### config.mk
export PLATFORM = sky130hd
export DESIGN_NAME = bsc_queue
export DESIGN_NICKNAME = d
export VERILOG_FILES = /design/src/hdl/bsc_pkg.sv /design/src/hdl/bsc_queue.sv
export SDC_FILE = /design/constraint.sdc
export NUM_CORES = 1
export LEC_CHECK = 0
export BUFFER_PORTS_ARGS = -buffer_cell sky130_fd_sc_hd__buf_2
export CORE_MARGIN = 3
export CORE_UTILIZATION = 45
export CTS_BUF_LIST = sky130_fd_sc_hd__clkbuf_8
export CTS_CLUSTER_SIZE = 30
export DETAILED_ROUTE_END_ITERATION = 8
export PLACE_DENSITY = 0.77
export SYNTH_ARGS = -nofsm -noshare
export SYNTH_HDL_FRONTEND = slang
export SYNTH_SLANG_ARGS = --single-unit
### constraint.sdc
create_clock -name i_clk -period 8.5 [get_ports i_clk]
set_input_delay 1.7 -clock i_clk [delete_from_list [all_inputs] [get_ports i_clk]]
set_output_delay 1.7 -clock i_clk [all_outputs]
set_load 0.005 [all_outputs]
### src/hdl/bsc_pkg.sv
// ============================================================================
// Barometric sensor compensation package
// Shared widths, register indexes, record types and narrow multiply helpers.
// ============================================================================
`default_nettype none

package bsc_pkg;

    localparam int RawW    = 20;
    localparam int CalW    = 16;
    localparam int TempW   = 24;
    localparam int FineW   = 32;
    localparam int PressW  = 32;
    localparam int CfgIdxW = 8;
    localparam int WordW   = 64;
    localparam int DenW    = 32;
    localparam int QDepth  = 4;
    localparam int QPtrW   = $clog2(QDepth);
    localparam int QCntW   = $clog2(QDepth + 1);

    // Configuration register indexes.
    localparam logic [CfgIdxW-1:0] RegTempCal   = 8'd0;
    localparam logic [CfgIdxW-1:0] RegPressCal1 = 8'd1;
    localparam logic [CfgIdxW-1:0] RegPressCal2 = 8'd2;
    localparam logic [CfgIdxW-1:0] RegPressCal9 = 8'd3;

    // Calibration words, all as raw 16-bit patterns.
    typedef struct packed {
        logic [CalW-1:0] t1;
        logic [CalW-1:0] t2;
        logic [CalW-1:0] t3;
        logic [CalW-1:0] p1;
        logic [CalW-1:0] p2;
        logic [CalW-1:0] p3;
        logic [CalW-1:0] p4;
        logic [CalW-1:0] p5;
        logic [CalW-1:0] p6;
        logic [CalW-1:0] p7;
        logic [CalW-1:0] p8;
        logic [CalW-1:0] p9;
    } t_cal;

    // Values that ride alongside the division.
    typedef struct packed {
        logic [TempW-1:0] temp;
        logic [TempW-1:0] tf;
        logic             invalid;
        logic             qneg;
    } t_side;

    // One division job handed from the front end to the back end.
    typedef struct packed {
        logic [WordW-1:0] num;
        logic [DenW-1:0]  den;
        t_side            side;
    } t_job;

    // Low 64 bits of a 64-bit word times an unsigned 16-bit word.
    function automatic logic [WordW-1:0] mul_u16(input logic [WordW-1:0] x,
                                                 input logic [CalW-1:0] u);
        logic [47:0] lo;
        logic [31:0] hi;
        lo = x[31:0] * u;
        hi = x[63:32] * u;
        mul_u16 = WordW'(lo) + {hi, 32'd0};
    endfunction

    // Low 64 bits of a 64-bit word times a signed 16-bit word.
    function automatic logic [WordW-1:0] mul_s16(input logic [WordW-1:0] x,
                                                 input logic [CalW-1:0] s);
        logic [WordW-1:0] corr;
        corr = s[CalW-1] ? (x << CalW) : '0;
        mul_s16 = mul_u16(x, s) - corr;
    endfunction

endpackage

`default_nettype wire

### src/hdl/bsc_queue.sv
// ============================================================================
// Job queue
// Short first-in first-out buffer between the front end and the back end.
// ============================================================================
`default_nettype none

module bsc_queue (
    input  wire logic          i_clk,
    input  wire logic          i_rst_n,
    input  wire logic          i_push,
    input  wire bsc_pkg::t_job i_item,
    output logic               o_full,
    input  wire logic          i_pop,
    output bsc_pkg::t_job      o_item,
    output logic               o_empty
);
    import bsc_pkg::*;

    t_job             r_mem [0:QDepth-1];
    logic [QPtrW-1:0] r_wr, r_rd;
    logic [QCntW-1:0] r_cnt;

    assign o_full  = (r_cnt == QCntW'(QDepth));
    assign o_empty = (r_cnt == '0);
    assign o_item  = r_mem[r_rd];

    always_ff @(posedge i_clk) begin
        if (!i_rst_n) begin
            r_wr  <= '0;
            r_rd  <= '0;
            r_cnt <= '0;
        end else begin
            if (i_push) begin
                r_wr <= r_wr + 1'b1;
            end
            if (i_pop) begin
                r_rd <= r_rd + 1'b1;
            end
            if (i_push && !i_pop) begin
                r_cnt <= r_cnt + 1'b1;
            end else if (i_pop && !i_push) begin
                r_cnt <= r_cnt - 1'b1;
            end
        end
    end

    always_ff @(posedge i_clk) begin
        if (i_push) begin
            r_mem[r_wr] <= i_item;
        end
    end

    a_no_overflow: assert property (@(posedge i_clk) disable iff (!i_rst_n)
        i_push |-> !o_full) else $error("queue written while full");
    a_no_underflow: assert property (@(posedge i_clk) disable iff (!i_rst_n)
        i_pop |-> !o_empty) else $error("queue read while empty");
    a_count_bound: assert property (@(posedge i_clk) disable iff (!i_rst_n)
        r_cnt <= QCntW'(QDepth)) else $error("queue count out of range");

endmodule

`default_nettype wire

==> PnR_summary.wiki <==
{| class="wikitable"
! Metric !! Value
|-
| Number of design rule violations left after detail routing || 0
|-
| Vias in the first global route || 10800
|-
| Hold-critical path depth || 2
|-
| Critical R2R Capture || r_mem[0][114]
|-
| Least-Margin Pin Slew || 1.07 ns
|-
| Insertion delay of the later-clocked pin in the worst-skew pair || 0.66 ns
|-
| DR WL/cell || 22.1 um
|-
| Chain of cells forming the critical path || buf_4 > mux4_2 > buf_2
|-
| Floorplan die height || 225 um
|-
| Starting DRC count in detailed routing || 504
|-
| Share of the synthesized netlist area taken by xor and xnor gates || 0.00204
|-
| Sort of element at the start of the critical path || register
|-
| Sequential fraction of the synthesis area || 0.824
|-
| Cell count after placement || 1689
|-
| Worst path arrival time || 3.12 ns
|-
| Worst path slowest cell || sky130_fd_sc_hd__dfxtp_4
|-
| Share of the synthesized area in compound gates (AO/OA/AOI/OAI) || 0.000582
|-
| Number of hold-slack violations in the final timing report || 0
|-
| Setup bufs post-CTS || 0
|-
| Inserted Clock Buffers || 93
|-
| Initial Util || 0.459
|-
| Wire length after detailed routing || 41.2 mm
|-
| Areal power density over the cells || 242 nW/um^2
|-
| Synth Net Count || 961
|-
| Combinational family with the most area after synthesis || multiplexers
|-
| Max-slew violations || 0
|-
| Dominant cell type by area after synthesis || sky130_fd_sc_hd__edfxtp_1
|-
| Prevailing post-synth register cell || sky130_fd_sc_hd__edfxtp_1
|-
| Flop2flop setup slack || 5.84 ns
|-
| Proportion of power drawn by the clock network || 0.357
|-
| Post-synth design cell area || 21500 um^2
|-
| Top cell type's share of synthesized area || 0.816
|-
| Synth cell types || 21
|-
| Length in cells of the worst reg-to-reg path || 4
|-
| Boundary pin count || 298
|-
| Async set-or-reset flop fraction in the synthesized netlist || 0
|-
| Result of the run || finished clean
|-
| Fin Clk Skew || 0.0273 ns
|-
| WHS || 0.524 ns
|-
| Maximum level of the CTS H-tree || 3
|-
| Final critical delay including setup and external delays || 4.82 ns
|-
| PnR worst setup slack || 3.68 ns
|-
| Most instantiated cells after synthesis || 584 x sky130_fd_sc_hd__edfxtp_1, 146 x sky130_fd_sc_hd__mux4_2, 14 x sky130_fd_sc_hd__buf_2
|-
| Total global-route track usage || 0.165
|-
| Area share of fa/ha/maj cells after synthesis || 0.00384
|-
| Wire length of the first global-routing pass || 62.8 mm
|-
| Delay of the slowest cell on the worst path || 0.84 ns
|-
| Total leakage power || 8.60 nW
|-
| Total of warnings raised by yosys || 0
|-
| Pre-antenna DRT Iters || 4
|-
| Area added between synthesis and finish || 18.0%
|-
| Placer's final routability congestion estimate || 0.698
|-
| Share of synthesized cell area in and, or, nand and nor gates || 0.00425
|-
| Clock Path Buffers || 3
|-
| Count of input and output buffers || 297
|-
| # hold bufs at CTS || 0
|-
| Clock-pin slew on the worst setup and hold paths || 0.06 ns
|-
| Count of nets left with antenna violations after detail routing || 0
|-
| Post_cts resized || 0
|-
| Master cell of the clock root buffer || sky130_fd_sc_hd__clkbuf_8
|-
| Num rows || 79
|-
| Slew margin rel. || 0.288
|-
| Critical path type || reg -> out
|-
| Area of the die || 50400 um^2
|-
| Internal Pwr Total || 0.00479 W
|-
| Required time of the worst setup path || 6.80 ns
|-
| Final cell count without fillers || 1861
|-
| Highest ir drop seen on vdd || 0.000201 V
|-
| Summed negative setup slack over all endpoints || 0 ns
|-
| Clock sink count || 593
|-
| Portion of netlist area occupied by mux cells || 0.154
|-
| Crit share post-route || 0.566
|-
| Layout Nets || 1333
|-
| Max Clock Freq || 208 MHz
|-
| Timing endpoint of the critical path || o_item[12]
|-
| HP Class || reg -> reg
|-
| Part of the power in registers || 0.554
|-
| Max capacitance violation total || 0
|-
| Combinational fraction of design power || 0.088
|-
| Count of endpoints failing setup in the final report || 0
|-
| Largest net degree at the start of global routing || 69
|-
| CTS tree || built
|-
| Max FO, Critical Path || 44
|-
| Post-DP HPWL || 24.0 mm
|-
| Switching portion of total power || 0.221
|-
| Number of enable flip-flop cells after synthesis || 584
|-
| Startpoint of the worst-slack reg-to-reg timing path || r_wr[0]
|-
| Horizontal die dimension || 225 um
|-
| Via density per instance || 5.23
|-
| Setup repair after global routing missed its margin || false
|-
| Total congestion overflow || 0
|-
| Nature of the critical path endpoint || primary output
|-
| Fraction of layout cells with a size suffix above 1 || 0.460
|-
| Number of antenna violations at the first check in global routing || 6
|-
| Gate count after technology mapping || 805
|-
| Post-synthesis area per instance || 26.7 um^2
|-
| Yosys reg bits || 593
|-
| Net Sw Power || 0.00136 W
|-
| Cell with the most instances after synthesis || sky130_fd_sc_hd__edfxtp_1
|-
| Cell types with the largest area share after synthesis || sky130_fd_sc_hd__edfxtp_1 82%, sky130_fd_sc_hd__mux4_2 15%, sky130_fd_sc_hd__dfxtp_1 0.84%
|-
| Routed vias || 9732
|-
| Pre-CTS worst setup slack || 4.25 ns
|-
| Area of the core region || 46900 um^2
|}
worst min-delay path by stage:
stage	end	slack [ns]	start
after CTS	r_cnt[2]	0.53	r_cnt[2]
after detailed placement	r_cnt[2]	0.52	r_cnt[2]
after global routing	r_cnt[2]	0.57	r_cnt[2]
after floorplan	r_cnt[2]	0.47	r_cnt[2]
after global placement	r_cnt[2]	0.48	r_cnt[2]
final	r_cnt[2]	0.52	r_cnt[2]
cells in the final DEF, fill, tap and decap left out, drive strengths merged:
cell type	Yosys	layout
clkinvlp	0	2
edfxtp	584	584
dfxtp	9	9
o21ai	1	1
diode	0	5
clkbuf	2	95
nor3	1	1
clkinv	0	32
bufinv	0	4
nor3b	1	1
fa	1	1
a21boi	1	1
mux2i	2	2
mux4	146	146
xnor2	2	2
buf	30	309
inv	4	38
or3	1	1
nand2	1	1
nor2b	2	2
and2	9	9
xor2	3	3
ha	5	5
worst max-delay path, delay by kind of cell (launching register included):
family   cells  cell delay, ns
buf+inv      2            0.95
mux          1            0.62
flops        1            0.84
metrics by stage:
stage	util	instance area (um^2)	total power [W]
floorplan	-	21500	0.00378
global placement	0.504	23600	0.00401
detailed placement	0.504	23600	0.00403
CTS	0.541	25400	0.00625
global route	0.541	25400	0.00642
finish	0.541	25400	0.00615
power by group through the flow:
stage	clock (W)	sequential (W)	combinational [W]
global placement	0	0.00346	0.000547
detailed placement	0	0.00347	0.000556
global route	0.00241	0.00342	0.000592
finish	0.00220	0.00341	0.000544
floorplan	0	0.00346	0.000320
CTS	0.00228	0.00341	0.000559
flip-flops by register name, indices dropped and copies added, names as in the netlist, named ones only:
signal,count
r_wr,2
r_rd,2
r_mem,584
r_cnt,3
layout make-up:
type	instances	area, um^2
Fill cell	3555	21500
Sequential cell	593	17700
Multi-Input combinational cell	176	3550
Timing Repair Buffer	309	1590
Clock buffer	95	1310
Tap cell	607	759
Clock inverter	72	407
Inverter	4	15.0
Antenna cell	5	12.5
cell families after synthesis:
family / after synthesis
AOI/OAI and AO/OA: 2
adders and majority gates: 6
buffers and inverters: 36
muxes: 148
xor gates and xnor gates: 5
DFF: 593
and+or+nand+nor: 15
layer usage:
layer,up-vias,GRT usage,share of wire
met5,-,0,0.0012
met4,8,0.0611,0.021
met3,72,0.0552,0.076
met2,306,0.271,0.51
met1,5081,0.208,0.40
li1,4265,-,-
Note: power is estimated with default switching activity, not from simulation.
